`src/design/cart_pkg.sv`:
```
package cart_pkg;

    localparam int MAX_PACKETS = 1024;
    localparam int HDR_BYTES   = 4;

    // payload field widths
    localparam int SEQ_IN_W = 32;
    localparam int FSZ_W    = 32;
    localparam int PSZ_W    = 16;
    localparam int PLEN_W   = 16;
    localparam int ACK_W    = 11;
    localparam int OFF_W    = 32;
    localparam int LEN_W    = 16;

    // received bitmap, packed into words
    localparam int WORD_W    = 32;
    localparam int NUM_WORDS = (MAX_PACKETS + WORD_W - 1) / WORD_W;
    localparam int BIT_W     = $clog2(WORD_W);
    localparam int WIDX_W    = (NUM_WORDS > 1) ? $clog2(NUM_WORDS) : 1;
    localparam int SEQ_W     = BIT_W + WIDX_W;
    localparam int CNT_RAW_W = $clog2(MAX_PACKETS + 1);
    localparam int CNT_W     = (CNT_RAW_W > SEQ_W) ? CNT_RAW_W : SEQ_W;

    // ceiling divider: numerator is file_size + payload_size - 1
    localparam int NUM_W     = FSZ_W + 1;
    localparam int DIV_CNT_W = $clog2(NUM_W);

    localparam logic OP_INIT = 1'b0;
    localparam logic OP_DATA = 1'b1;

    typedef enum logic [1:0] {
        ST_INIT_OK  = 2'd0,
        ST_INIT_REJ = 2'd1,
        ST_STORED   = 2'd2,
        ST_IGNORED  = 2'd3
    } t_status;

    typedef enum logic [3:0] {
        S_CLEAR,
        S_IDLE,
        S_DIV,
        S_DCHK,
        S_RD,
        S_SET,
        S_WRD,
        S_WCHK,
        S_RESULT
    } t_state;

    typedef struct packed {
        logic    in_ready;
        logic    take;
        logic    div_step;
        logic    commit_init;
        logic    reset_xfer;
        logic    clr_step;
        logic    rd_seq;
        logic    set_bit;
        logic    rd_nm;
        logic    nm_inc;
        logic    res_load;
        t_status res_status;
        logic    res_done;
    } t_dp_cmd;

    typedef struct packed {
        logic in_valid;
        logic in_op;
        logic in_short;
        logic in_psz_zero;
        logic seq_ok;
        logic seq_dup;
        logic active;
        logic div_last;
        logic cnt_over;
        logic nm_lt_cnt;
        logic nm_bit;
        logic done_cond;
        logic clr_last;
        logic out_free;
    } t_dp_sts;

endpackage

```
`src/design/cart_in_if.sv`:
```
interface cart_in_if import cart_pkg::*; ();
    logic                valid;
    logic                ready;
    logic                op;
    logic [SEQ_IN_W-1:0] seq;
    logic [FSZ_W-1:0]    file_size;
    logic [PSZ_W-1:0]    payload_size;
    logic [PLEN_W-1:0]   packet_len;

    modport source (
        output valid, op, seq, file_size, payload_size, packet_len,
        input  ready
    );
    modport sink (
        input  valid, op, seq, file_size, payload_size, packet_len,
        output ready
    );
endinterface

```
`src/design/cart_out_if.sv`:
```
interface cart_out_if import cart_pkg::*; ();
    logic             valid;
    logic             ready;
    logic [1:0]       status;
    logic [ACK_W-1:0] ack_seq;
    logic             write_enable;
    logic [OFF_W-1:0] write_offset;
    logic [LEN_W-1:0] write_length;
    logic             done_res;

    modport source (
        output valid, status, ack_seq, write_enable, write_offset, write_length, done_res,
        input  ready
    );
    modport sink (
        input  valid, status, ack_seq, write_enable, write_offset, write_length, done_res,
        output ready
    );
endinterface

```
`src/design/cart_ram.sv`:
```
module cart_ram #(
    parameter int WIDTH = 32,
    parameter int DEPTH = 32
) (
    input  logic                                       i_clk,
    input  logic                                       i_we,
    input  logic [((DEPTH > 1) ? $clog2(DEPTH) : 1)-1:0] i_waddr,
    input  logic [WIDTH-1:0]                           i_wdata,
    input  logic [((DEPTH > 1) ? $clog2(DEPTH) : 1)-1:0] i_raddr,
    output logic [WIDTH-1:0]                           o_rdata
);
    logic [WIDTH-1:0] r_mem [DEPTH];
    logic [WIDTH-1:0] r_rdata;

    always_ff @(posedge i_clk) begin
        if (i_we) begin
            r_mem[i_waddr] <= i_wdata;
        end
        r_rdata <= r_mem[i_raddr];
    end

    assign o_rdata = r_rdata;
endmodule

```
`src/design/cart_ctrl.sv`:
```
module cart_ctrl import cart_pkg::*; (
    input  logic    i_clk,
    input  logic    i_rst_n,
    input  t_dp_sts i_sts,
    output t_dp_cmd o_cmd
);
    t_state  r_state, n_state;
    t_status r_kind, n_kind;
    logic    data_kind;

    always_ff @(posedge i_clk) begin
        if (!i_rst_n) begin
            r_state <= S_CLEAR;
            r_kind  <= ST_IGNORED;
        end else begin
            r_state <= n_state;
            r_kind  <= n_kind;
        end
    end

    assign data_kind = (r_kind == ST_STORED) || (r_kind == ST_IGNORED);

    always_comb begin
        o_cmd   = '0;
        n_state = r_state;
        n_kind  = r_kind;
        unique case (r_state)
            S_CLEAR: begin
                o_cmd.clr_step = 1'b1;
                if (i_sts.clr_last) begin
                    n_state = S_IDLE;
                end
            end
            S_IDLE: begin
                o_cmd.in_ready = 1'b1;
                if (i_sts.in_valid) begin
                    o_cmd.take = 1'b1;
                    if (i_sts.in_op == OP_INIT) begin
                        if (i_sts.in_psz_zero) begin
                            n_kind  = ST_INIT_REJ;
                            n_state = S_RESULT;
                        end else begin
                            n_state = S_DIV;
                        end
                    end else if (!i_sts.in_short) begin
                        if (i_sts.active && i_sts.seq_ok) begin
                            n_state = S_RD;
                        end else begin
                            n_kind  = ST_IGNORED;
                            n_state = S_RESULT;
                        end
                    end
                end
            end
            S_DIV: begin
                o_cmd.div_step = 1'b1;
                if (i_sts.div_last) begin
                    n_state = S_DCHK;
                end
            end
            S_DCHK: begin
                if (i_sts.cnt_over) begin
                    n_kind = ST_INIT_REJ;
                end else begin
                    o_cmd.commit_init = 1'b1;
                    n_kind            = ST_INIT_OK;
                end
                n_state = S_RESULT;
            end
            S_RD: begin
                o_cmd.rd_seq = 1'b1;
                n_state      = S_SET;
            end
            S_SET: begin
                // packet already seen: ignored, pointer unchanged
                if (i_sts.seq_dup) begin
                    n_kind  = ST_IGNORED;
                    n_state = S_RESULT;
                end else begin
                    o_cmd.set_bit = 1'b1;
                    n_kind        = ST_STORED;
                    n_state       = S_WRD;
                end
            end
            S_WRD: begin
                if (i_sts.nm_lt_cnt) begin
                    o_cmd.rd_nm = 1'b1;
                    n_state     = S_WCHK;
                end else begin
                    n_state = S_RESULT;
                end
            end
            S_WCHK: begin
                if (i_sts.nm_bit) begin
                    o_cmd.nm_inc = 1'b1;
                    n_state      = S_WRD;
                end else begin
                    n_state = S_RESULT;
                end
            end
            S_RESULT: begin
                if (i_sts.out_free) begin
                    o_cmd.res_load   = 1'b1;
                    o_cmd.res_status = r_kind;
                    o_cmd.res_done   = data_kind && i_sts.done_cond;
                    if (o_cmd.res_done || (r_kind == ST_INIT_REJ)) begin
                        o_cmd.reset_xfer = 1'b1;
                    end
                    // init (either outcome) and completion wipe the bitmap
                    if (o_cmd.res_done || !data_kind) begin
                        n_state = S_CLEAR;
                    end else begin
                        n_state = S_IDLE;
                    end
                end
            end
            default: n_state = S_CLEAR;
        endcase
    end
endmodule

```
`src/design/cart_dp.sv`:
```
module cart_dp import cart_pkg::*; (
    input  logic       i_clk,
    input  logic       i_rst_n,
    input  t_dp_cmd    i_cmd,
    output t_dp_sts    o_sts,
    cart_in_if.sink    i_in,
    cart_out_if.source o_out
);
    // transfer state
    logic                 r_active;
    logic [CNT_W-1:0]     r_count;
    logic [PSZ_W-1:0]     r_psz_st;
    logic [CNT_W-1:0]     r_nm;
    logic [WIDX_W-1:0]    r_clr_idx;

    // latched beat and divider
    logic [SEQ_IN_W-1:0]  r_seq;
    logic [PLEN_W-1:0]    r_plen;
    logic [NUM_W-1:0]     r_dq;
    logic [PSZ_W-1:0]     r_rem;
    logic [PSZ_W-1:0]     r_div;
    logic [DIV_CNT_W-1:0] r_div_cnt;

    logic [OFF_W-1:0]     r_off;
    logic [LEN_W-1:0]     r_len;

    // output register
    logic                 r_out_valid;
    t_status              r_out_status;
    logic [ACK_W-1:0]     r_out_ack;
    logic                 r_out_we;
    logic [OFF_W-1:0]     r_out_off;
    logic [LEN_W-1:0]     r_out_len;
    logic                 r_out_done;

    logic [PSZ_W:0]       rem_sh;
    logic [PSZ_W:0]       rem_diff;
    logic                 rem_fits;
    logic [WIDX_W-1:0]    seq_word;
    logic [BIT_W-1:0]     seq_bit;
    logic [WIDX_W-1:0]    nm_word;
    logic [BIT_W-1:0]     nm_bit;
    logic [SEQ_W+PSZ_W-1:0] prod;
    logic                 ram_we;
    logic [WIDX_W-1:0]    ram_waddr;
    logic [WORD_W-1:0]    ram_wdata;
    logic [WIDX_W-1:0]    ram_raddr;
    logic [WORD_W-1:0]    ram_rdata;
    logic                 out_free;
    logic                 res_is_data;

    assign seq_word = r_seq[BIT_W +: WIDX_W];
    assign seq_bit  = r_seq[BIT_W-1:0];
    assign nm_word  = r_nm[BIT_W +: WIDX_W];
    assign nm_bit   = r_nm[BIT_W-1:0];

    assign rem_sh   = {r_rem, r_dq[NUM_W-1]};
    assign rem_fits = rem_sh >= {1'b0, r_div};
    assign rem_diff = rem_sh - {1'b0, r_div};

    assign prod = r_seq[SEQ_W-1:0] * r_psz_st;

    assign ram_we    = i_cmd.clr_step || i_cmd.set_bit;
    assign ram_waddr = i_cmd.clr_step ? r_clr_idx : seq_word;
    assign ram_wdata = i_cmd.clr_step ? '0 : (ram_rdata | (WORD_W'(1) << seq_bit));
    assign ram_raddr = i_cmd.rd_nm ? nm_word : seq_word;

    cart_ram #(
        .WIDTH (WORD_W),
        .DEPTH (NUM_WORDS)
    ) u_map (
        .i_clk   (i_clk),
        .i_we    (ram_we),
        .i_waddr (ram_waddr),
        .i_wdata (ram_wdata),
        .i_raddr (ram_raddr),
        .o_rdata (ram_rdata)
    );

    assign out_free    = !r_out_valid || o_out.ready;
    assign res_is_data = (i_cmd.res_status == ST_STORED) || (i_cmd.res_status == ST_IGNORED);

    always_comb begin
        o_sts.in_valid    = i_in.valid;
        o_sts.in_op       = i_in.op;
        o_sts.in_short    = i_in.packet_len < PLEN_W'(HDR_BYTES);
        o_sts.in_psz_zero = i_in.payload_size == '0;
        o_sts.seq_ok      = i_in.seq < SEQ_IN_W'(r_count);
        o_sts.seq_dup     = ram_rdata[seq_bit];
        o_sts.active      = r_active;
        o_sts.div_last    = r_div_cnt == DIV_CNT_W'(NUM_W - 1);
        o_sts.cnt_over    = r_dq > NUM_W'(MAX_PACKETS);
        o_sts.nm_lt_cnt   = r_nm < r_count;
        o_sts.nm_bit      = ram_rdata[nm_bit];
        o_sts.done_cond   = r_active && (r_nm == r_count);
        o_sts.clr_last    = r_clr_idx == WIDX_W'(NUM_WORDS - 1);
        o_sts.out_free    = out_free;
    end

    // control registers
    always_ff @(posedge i_clk) begin
        if (!i_rst_n) begin
            r_active    <= 1'b0;
            r_count     <= '0;
            r_psz_st    <= '0;
            r_nm        <= '0;
            r_clr_idx   <= '0;
            r_div_cnt   <= '0;
            r_out_valid <= 1'b0;
        end else begin
            if (i_cmd.commit_init) begin
                r_active <= 1'b1;
                r_count  <= CNT_W'(r_dq);
                r_psz_st <= r_div;
                r_nm     <= '0;
            end else if (i_cmd.reset_xfer) begin
                r_active <= 1'b0;
                r_count  <= '0;
                r_psz_st <= '0;
                r_nm     <= '0;
            end else if (i_cmd.nm_inc) begin
                r_nm <= r_nm + CNT_W'(1);
            end

            if (i_cmd.clr_step) begin
                r_clr_idx <= o_sts.clr_last ? '0 : r_clr_idx + WIDX_W'(1);
            end

            if (i_cmd.take) begin
                r_div_cnt <= '0;
            end else if (i_cmd.div_step) begin
                r_div_cnt <= r_div_cnt + DIV_CNT_W'(1);
            end

            if (i_cmd.res_load) begin
                r_out_valid <= 1'b1;
            end else if (o_out.ready) begin
                r_out_valid <= 1'b0;
            end
        end
    end

    // payload registers
    always_ff @(posedge i_clk) begin
        if (i_cmd.take) begin
            r_seq  <= i_in.seq;
            r_plen <= i_in.packet_len;
            r_dq   <= {1'b0, i_in.file_size} + NUM_W'(i_in.payload_size) - NUM_W'(1);
            r_rem  <= '0;
            r_div  <= i_in.payload_size;
        end else if (i_cmd.div_step) begin
            r_dq  <= {r_dq[NUM_W-2:0], rem_fits};
            r_rem <= rem_fits ? rem_diff[PSZ_W-1:0] : rem_sh[PSZ_W-1:0];
        end

        if (i_cmd.set_bit) begin
            r_off <= OFF_W'(prod);
            r_len <= LEN_W'(r_plen - PLEN_W'(HDR_BYTES));
        end

        if (i_cmd.res_load) begin
            r_out_status <= i_cmd.res_status;
            r_out_ack    <= res_is_data ? ACK_W'(r_nm) : '0;
            r_out_we     <= i_cmd.res_status == ST_STORED;
            r_out_off    <= (i_cmd.res_status == ST_STORED) ? r_off : '0;
            r_out_len    <= (i_cmd.res_status == ST_STORED) ? r_len : '0;
            r_out_done   <= i_cmd.res_done;
        end
    end

    assign i_in.ready         = i_cmd.in_ready;
    assign o_out.valid        = r_out_valid;
    assign o_out.status       = r_out_status;
    assign o_out.ack_seq      = r_out_ack;
    assign o_out.write_enable = r_out_we;
    assign o_out.write_offset = r_out_off;
    assign o_out.write_length = r_out_len;
    assign o_out.done_res     = r_out_done;
endmodule

```
`src/design/cumulative_ack_receive_tracker.sv`:
```
// channel  dir  fields
// i_in     in   op, seq, file_size, payload_size, packet_len
// o_out    out  status, ack_seq, write_enable, write_offset, write_length, done_res
//
// One beat at a time. Stored beat: bitmap word read, bit set, ack pointer walked
// past received packets up to the count, then result. Ignored beats go to result
// (duplicates after the read); short data beats give none. Init: serial ceiling
// divider, count check, result; zero payload size is rejected at once. Init,
// reject and completion then clear the bitmap one word per cycle, as does reset
// before the first beat. Results sit in an output register; the next beat is
// taken while one waits; a new result stalls only until the previous one is taken.
module cumulative_ack_receive_tracker import cart_pkg::*; (
    input  logic       i_clk,
    input  logic       i_rst_n,
    cart_in_if.sink    i_in,
    cart_out_if.source o_out
);
    t_dp_cmd cmd;
    t_dp_sts sts;

    cart_ctrl u_ctrl (
        .i_clk   (i_clk),
        .i_rst_n (i_rst_n),
        .i_sts   (sts),
        .o_cmd   (cmd)
    );

    cart_dp u_dp (
        .i_clk   (i_clk),
        .i_rst_n (i_rst_n),
        .i_cmd   (cmd),
        .o_sts   (sts),
        .i_in    (i_in),
        .o_out   (o_out)
    );
endmodule
```
`src/flat_wrapper.sv`:
```
// flat-port wrapper written by rule: the top's interface ports become plain ports
module cumulative_ack_receive_tracker_flat import cart_pkg::*;
  (i_clk, i_rst_n, i_in_valid, i_in_op, i_in_seq, i_in_file_size, i_in_payload_size, i_in_packet_len, i_in_ready, o_out_valid, o_out_status, o_out_ack_seq, o_out_write_enable, o_out_write_offset, o_out_write_length, o_out_done_res, o_out_ready);
  cart_in_if i_in_i ();
  cart_out_if o_out_i ();
  input  logic i_clk;
  input  logic i_rst_n;
  input wire logic [$bits(i_in_i.valid)-1:0] i_in_valid;
  input wire logic [$bits(i_in_i.op)-1:0] i_in_op;
  input wire logic [$bits(i_in_i.seq)-1:0] i_in_seq;
  input wire logic [$bits(i_in_i.file_size)-1:0] i_in_file_size;
  input wire logic [$bits(i_in_i.payload_size)-1:0] i_in_payload_size;
  input wire logic [$bits(i_in_i.packet_len)-1:0] i_in_packet_len;
  output wire logic [$bits(i_in_i.ready)-1:0] i_in_ready;
  output wire logic [$bits(o_out_i.valid)-1:0] o_out_valid;
  output wire logic [$bits(o_out_i.status)-1:0] o_out_status;
  output wire logic [$bits(o_out_i.ack_seq)-1:0] o_out_ack_seq;
  output wire logic [$bits(o_out_i.write_enable)-1:0] o_out_write_enable;
  output wire logic [$bits(o_out_i.write_offset)-1:0] o_out_write_offset;
  output wire logic [$bits(o_out_i.write_length)-1:0] o_out_write_length;
  output wire logic [$bits(o_out_i.done_res)-1:0] o_out_done_res;
  input wire logic [$bits(o_out_i.ready)-1:0] o_out_ready;
  assign i_in_i.valid = i_in_valid;
  assign i_in_i.op = i_in_op;
  assign i_in_i.seq = i_in_seq;
  assign i_in_i.file_size = i_in_file_size;
  assign i_in_i.payload_size = i_in_payload_size;
  assign i_in_i.packet_len = i_in_packet_len;
  assign i_in_ready = i_in_i.ready;
  assign o_out_valid = o_out_i.valid;
  assign o_out_status = o_out_i.status;
  assign o_out_ack_seq = o_out_i.ack_seq;
  assign o_out_write_enable = o_out_i.write_enable;
  assign o_out_write_offset = o_out_i.write_offset;
  assign o_out_write_length = o_out_i.write_length;
  assign o_out_done_res = o_out_i.done_res;
  assign o_out_i.ready = o_out_ready;
  cumulative_ack_receive_tracker u_core (.i_clk(i_clk), .i_rst_n(i_rst_n), .i_in(i_in_i), .o_out(o_out_i));
endmodule
```
`config.mk`:
```
export PLATFORM = sky130hd
export DESIGN_NAME = cumulative_ack_receive_tracker_flat
export DESIGN_NICKNAME = d
export VERILOG_FILES = /design/src/design/cart_pkg.sv /design/src/design/cart_in_if.sv /design/src/design/cart_out_if.sv /design/src/design/cart_ram.sv /design/src/design/cart_ctrl.sv /design/src/design/cart_dp.sv /design/src/design/cumulative_ack_receive_tracker.sv /design/src/flat_wrapper.sv
export SDC_FILE = /design/constraint.sdc
export NUM_CORES = 2
export LEC_CHECK = 0
export BUFFER_PORTS_ARGS = -buffer_cell sky130_fd_sc_hd__buf_2
export CORE_MARGIN = 2
export CORE_UTILIZATION = 56
export CTS_CLUSTER_SIZE = 40
export DETAILED_ROUTE_END_ITERATION = 12
export PLACE_DENSITY = 0.74
export SLEW_MARGIN = 5
export SYNTH_ARGS = -nofsm -noshare
export SYNTH_HDL_FRONTEND = slang
export SYNTH_SLANG_ARGS = --single-unit
export TNS_END_PERCENT = 5
```
`constraint.sdc`:
```
create_clock -name i_clk -period 6.2 [get_ports i_clk]
set_clock_uncertainty 0.05 [all_clocks]
set_input_delay 1.24 -clock i_clk [delete_from_list [all_inputs] [get_ports i_clk]]
set_output_delay 1.24 -clock i_clk [all_outputs]
set_load 0.03 [all_outputs]
```
# Yosys cells after proc, flatten, opt, wreduce, memory -nomap -nowiden

Memory sizes are Yosys's and may differ from the RTL's. A register that Yosys moved wholly into a read port is not among the register bits.
Cells that the tools add are included.

Output and inout port bits: 65
Word-level logic and storage cells: 145
Input port bits: 101
Memories kept: 1
RAM bits: 1,024
Register bits: 247

Shift-type cells: 1
Mux-type cells: 59
Reduce and logical (&&, ||, !) cells: 22
Bitwise operators: 2
Magnitude comparators: 7
Add/subtract/negate cells: 7
Multiply operators: 1
Equal/unequal tests: 23

Memories:

| memory                  | words | bits a word | rd ports | clocked after memory_dff | wr ports | RTL line       | text |
|---|---|---|---|---|---|---|---|
| u_core.u_dp.u_map.r_mem | 32    | 32          | 1        | 1                        | 1        | cart_ram.sv:12 | `logic [WIDTH-1:0] r_mem [DEPTH];` |

Operator list:

| kind                                                                           | number |
|---|---|
| 33-bit 2-to-1 mux                                                              | 2 |
| 4-bit 2-to-1 mux                                                               | 13 |
| 16-bit 2-to-1 mux                                                              | 3 |
| 4-bit one-hot mux with 9 select lines                                          | 1 |
| 32-bit by 16-bit adder with 33-bit output                                      | 1 |
| 33-bit by 11-bit > comparator with 1-bit output (second input constant)        | 1 |
| 33-bit by 1-bit subtractor with 33-bit output (second input constant)          | 1 |
| 32-bit by 11-bit less-than comparator with 1-bit output                        | 1 |
| 32-bit 2-to-1 mux                                                              | 1 |
| 32-bit OR                                                                      | 1 |
| 1-bit by 5-bit left shift with 32-bit output (first input constant)            | 1 |
| 10-bit by 16-bit multiplier with 26-bit output                                 | 1 |
| 1-bit 2-to-1 mux                                                               | 25 |
| 11-bit 2-to-1 mux                                                              | 2 |
| 17-bit by 16-bit greater-or-equal comparator with 1-bit output                 | 1 |
| 4-bit by 3-bit equality test with 1-bit output (second input constant)         | 4 |
| 16-bit logical NOT                                                             | 1 |
| 16-bit by 3-bit less-than comparator with 1-bit output (second input constant) | 1 |
| 16-bit subtractor                                                              | 1 |
| 16-bit by 3-bit subtractor with 16-bit output (second input constant)          | 1 |
| 5-bit 2-to-1 mux                                                               | 3 |
| 5-bit by 6-bit less-than comparator with 1-bit output (second input constant)  | 2 |
| 2-bit 2-to-1 mux                                                               | 6 |
| 11-bit by 1-bit adder with 11-bit output (second input constant)               | 1 |
| 28 further kinds                                                               | 47 |

# Logic depth before layout (Yosys ltp)

Depth after elaboration: 9
Gate-level depth with buffers: 26

# Modules after synthesis

Synthesis repeated with hierarchy kept, for this count alone.

Cell total of the unflattened synthesis: 4,169
Area total of the unflattened synthesis: 59,550.9 µm²

By module, submodules not included:

| module    | area each (µm²) | cells an instance | times used |
|---|---|---|---|
| cart_ram  | 40,492.6        | 2,260             | 1 |
| cart_dp   | 18,433.9        | 1,823             | 1 |
| cart_ctrl | 624.3           | 86                | 1 |

# Worst setup path before layout

OpenSTA, ideal clock, no wires.

Path type: reg2reg
From: register u_core.u_dp.r_seq[1]
To: register u_core.u_dp.r_off[25] (data pin)
Required time: 5,889 ps
Buffers on the path: 3
Cell stages (with the launch flop): 27
Arrival: 6,431 ps
Path slack: -543 ps
Setup time: 261 ps
Cell sequence: edfxtp_1 -> clkbuf_1 -> clkbuf_1 -> buf_1 -> nand2_1 -> fa_1 -> inv_1 -> fa_1 -> inv_1 -> fa_1 -> inv_1 -> fa_1 -> inv_1 -> fa_1 -> inv_1 -> ha_1 -> a21oi_1 -> nor2_1 -> a211oi_1 -> a211oi_1 -> o31ai_1 -> a21oi_1 -> a41o_1 -> or4_1 -> a31oi_1 -> o21ai_0 -> xnor2_1

Word-level cells in the longest chain between the ends: 1

RTL lines:

| element                                        | RTL line       | text |
|---|---|---|
| start, declared                                | cart_dp.sv:17  | `logic [SEQ_IN_W-1:0] r_seq;` |
| start signal, assigned                         | cart_dp.sv:146 | `r_seq <= i_in.seq;` |
| 10-bit by 16-bit multiplier with 26-bit output | cart_dp.sv:61  | `assign prod = r_seq[SEQ_W-1:0] * r_psz_st;` |
| net u_core.u_dp.prod[25]                       | cart_dp.sv:43  | `logic [SEQ_W+PSZ_W-1:0] prod;` |
| end signal, assigned                           | cart_dp.sv:157 | `r_off <= OFF_W'(prod);` |
| end, declared                                  | cart_dp.sv:24  | `logic [OFF_W-1:0] r_off;` |

The timed path passes the listed nets, and every way through them passes these cells.
A chain may end at the register's enable or synchronous reset.

# Worst setup path in the final report

From: register u_core.u_dp.r_seq[4]
To: register u_core.u_dp.r_off[25] (data pin)

The elaborated chain is that of the path after synthesis.

==> impl_results.rst <==
.. list-table::
   :header-rows: 1

   * - Metric
     - Value
   * - Status
     - completed
   * - Slew at the pin with the worst max-slew slack
     - 1.43 ns
   * - Total instance count after detailed placement
     - 5807
   * - Number of antenna violations at the first check in global routing
     - 1
   * - Netlist Area Pre-Place
     - 0.0582 mm^2
   * - Number of maximum-capacitance constraint violations
     - 0
   * - First element of the critical path
     - u_core.u_dp.r_seq[4]
   * - Main flop type after synthesis
     - edfxtp_1
   * - Clock-pin slew on the worst setup and hold paths
     - 0.06 ns
   * - Max VDD drop
     - 0.000232 V
   * - Fin crit share
     - 97.3%
   * - Die width
     - 326 um
   * - Port bufs
     - 159
   * - Static Leak
     - 24.6 nW
   * - Length in cells of the worst reg-to-reg path
     - 20
   * - Highest clock frequency the design can meet
     - 166 MHz
   * - Synth Warn #
     - 0
   * - Post-synth EDFFs
     - 1198
   * - Total CTS buffers
     - 134
   * - Core area
     - 0.103 mm^2
   * - Wire length of the first global-routing pass
     - 232 mm
   * - Critical Path Start Type
     - flip-flop
   * - Worst R2R End
     - u_core.u_dp.r_off[25]
   * - Length of the first detailed-routing pass in iterations
     - 6
   * - Via count
     - 37700
   * - Vias in the first global route
     - 36100
   * - Count of cell types in the netlist
     - 63
   * - Net count of the finished layout
     - 4939
   * - Number of H-tree levels
     - 4
   * - Clock latency at the later pin of the worst-skew pair
     - 0.75 ns
   * - Count of non-filler cells in the finished layout
     - 6060
   * - Post-layout minimum cycle time
     - 6.03 ns
   * - GRT overflow
     - 0
   * - Maximum number of pins on one net before global-route repair
     - 101
   * - Post-Syn Area per Cell
     - 13.5 um^2
   * - # diodes
     - 0
   * - Required time reported for the critical path endpoint
     - 6.64 ns
   * - Clock tree sinks
     - 1303
   * - Die Area
     - 0.107 mm^2
   * - Pins over their slew limit
     - 0
   * - Total power density per cell area
     - 273 mW/mm^2
   * - Number of inserted filler cells in the final layout
     - 7342
   * - #FFs+latches synth
     - 1303
   * - Vert. Die Dim
     - 326 um
   * - Routability cong.
     - 0.901
   * - Kind of end point of the critical path
     - flip-flop
   * - Drt initial violations
     - 5236
   * - Final Hold Violating Endpoints
     - 0
   * - Fin Setup TNS
     - 0 ns
   * - Count of hold buffers inserted by post-cts repair
     - 0
   * - Slew headroom
     - 4.93%
   * - DRC violations left
     - 0
   * - Class of the tightest hold or removal check
     - reg2reg
   * - Global router's overall resource usage
     - 29.5%
   * - Source of the worst register-to-register timing path
     - u_core.u_dp.r_seq[4]
   * - Wire length per cell after detailed routing
     - 26.3 um
   * - Share of synthesized registers carrying an async set or reset
     - 0%
   * - Area Growth Syn to Fin
     - 14.4%
   * - Total of endpoints with negative setup slack in the final report
     - 0
   * - Reg-to-reg slack, setup
     - 0.17 ns
   * - Critical path type
     - reg2reg
   * - Via/cell ratio
     - 6.22
   * - Maximum clock insertion buffer count
     - 3
   * - Seq/Total Area, Yosys
     - 65.4%
   * - Number of top-level pins
     - 166
   * - Termination of the worst setup path
     - u_core.u_dp.r_off[25]
   * - Cells after synthesis
     - 4316
   * - Row count
     - 118
   * - Count of nets left with antenna violations after detail routing
     - 0
   * - CTS tree
     - yes
   * - Wire length reported by the detailed router
     - 159 mm
   * - Clock tree root driver cell
     - clkbuf_16
   * - Post-DP HPWL
     - 92.8 mm
   * - Crit path max fanout
     - 14
   * - Arrival time reported for the critical path endpoint
     - 6.48 ns
   * - Starting utilization of the core area
     - 56.3%
   * - Share of layout cells above drive strength 1
     - 14.2%
==> critical path, stage by stage, from the launching register on <==
cell      delay [ns]
edfxtp_1        0.49
buf_6           0.17
buf_4           0.19
and2_1          0.19
fa_1            0.49
fa_1            0.45
fa_1            0.53
fa_1            0.55
inv_1           0.05
fa_1            0.52
inv_1           0.04
ha_2            0.32
a21oi_2         0.14
nor2b_1         0.06
o31ai_2         0.29
a21oi_2         0.10
a41o_1          0.26
or4_4           0.44
a31oi_4         0.23
o21ai_2         0.08
xnor2_1         0.12
==> metal layers <==
layer	vias to the layer above	routed length [um]	track usage, %
li1	16500	-	-
met1	18600	59600	39.6
met2	2199	75200	47.3
met3	393	17700	5.94
met4	0	6850	12.5
met5	-	0	0
==> cell type report <==
class                      count  area [um^2]  area share (%)
sequential                  1303        38100            57.2
multi-input combinational   2536        18900            28.4
clock buffer                 174         3550            5.34
timing repair buffer         345         2670            4.01
tap                         1380         1730            2.59
inverter                     255          957            1.44
clock inverter                67          654           0.983
==> registers in the layout (all words and copies together) (netlist names), 2 cells and up <==
register / count
u_core.u_dp.r_div: 16
u_core.u_dp.r_count: 11
u_core.u_dp.o_out.status: 2
u_core.u_dp.r_nm: 11
u_core.u_ctrl.r_state: 4
u_core.u_dp.r_seq: 10
u_core.u_dp.r_len: 16
u_core.u_dp.o_out.write_offset: 26
u_core.u_dp.r_dq: 33
u_core.u_dp.r_off: 26
u_core.u_dp.r_clr_idx: 5
u_core.u_dp.r_div_cnt: 6
u_core.u_dp.u_map.r_mem: 1024
u_core.u_dp.o_out.write_length: 16
u_core.u_dp.o_out.ack_seq: 11
u_core.u_dp.u_map.o_rdata: 32
u_core.u_ctrl.r_kind: 2
u_core.u_dp.r_rem: 16
u_core.u_dp.r_plen: 16
u_core.u_dp.r_psz_st: 16
==> cells in the final DEF, fill, tap and decap left out, types with 23 or more instances in the layout <==
master / Yosys / final
edfxtp_1: 1198 / 1198
nand2_1: 724 / 716
a32oi_1: 261 / 261
mux2i_1: 261 / 260
inv_1: 254 / 252
buf_2: 69 / 159
ha_1: 151 / 145
buf_4: 9 / 143
nor2_1: 178 / 141
clkbuf_16: 0 / 134
and2_1: 131 / 124
fa_1: 112 / 109
a21oi_1: 111 / 105
dfxtp_1: 105 / 101
o21ai_0: 96 / 95
nand4_1: 82 / 82
xor2_1: 40 / 40
xnor2_1: 40 / 40
buf_12: 0 / 36
clkbuf_1: 137 / 35
nor2_4: 0 / 32
nand3_1: 30 / 29
nor3_1: 24 / 24
nor4_1: 24 / 23
==> worst min-delay path by stage <==
stage | startpoint | end | slack, ns | cells after the start
final | u_core.u_dp.r_plen[1] | u_core.u_dp.r_len[1] | 0.37 | 0
after global routing | u_core.u_dp.r_plen[1] | u_core.u_dp.r_len[1] | 0.39 | 0
after CTS | u_core.u_dp.r_plen[0] | u_core.u_dp.r_len[0] | 0.38 | 0
after detailed placement | u_core.u_dp.r_plen[1] | u_core.u_dp.r_len[1] | 0.37 | 0
after global placement | u_core.u_dp.r_plen[0] | u_core.u_dp.r_len[0] | 0.35 | 0
after floorplan | u_core.u_dp.r_plen[0] | u_core.u_dp.r_len[0] | 0.35 | 0
==> power by group <==
group | internal (mW) | leakage [nW] | switching (mW)
combinational | 0.306 | 11.3 | 0.499
sequential | 9.59 | 11.2 | 0.0546
clock | 4.38 | 2.05 | 3.36
total | 14.3 | 24.6 | 3.92
==> synth_stat cells (all sizes together) (105+ instances only) <==
master  instances  area, um^2
edfxtp       1198       36000
nand2         724        2720
a32oi         261        2290
mux2i         261        2610
inv           255         957
nor2          178         668
ha            151        1890
clkbuf        137         514
and2          131         820
fa            112        2240
a21oi         111         556
dfxtp         105        2100
==> metrics by stage <==
| step | util, % | hold slack [ns] | area (um^2) | total power, mW | setup WS (ns) |
|---|---|---|---|---|---|
| floorplan | - | 0.350 | 58300 | 10.4 | 0.00556 |
| global placement | 60.0 | 0.355 | 62000 | 10.6 | 0.0191 |
| detailed placement | 60.0 | 0.365 | 62000 | 10.6 | -0.0631 |
| CTS | 64.1 | 0.378 | 66300 | 18.3 | -0.0144 |
| global route | 64.4 | 0.389 | 66600 | 18.7 | -0.00751 |
| finish | 64.4 | 0.375 | 66600 | 18.2 | 0.166 |
==> timing repair <==
action                     CTS  global route
setup endpoints to repair    3             4
pin swaps                    0            35
buffers inserted             3             9
hold endpoints to repair     0             0
gates resized for setup      1            58
==> logic make-up after synthesis <==
group	share of synthesized area (%)
adders and majority gates	7.10
AOI/OAI and AO/OA	7.70
buffers and inverters	3.31
DFF	65.4
muxes	5.35
xor gates and xnor gates	1.20
other	0.00644
and+or+nand+nor	9.91
No activity file was read; power rests on OpenSTA's default activity.
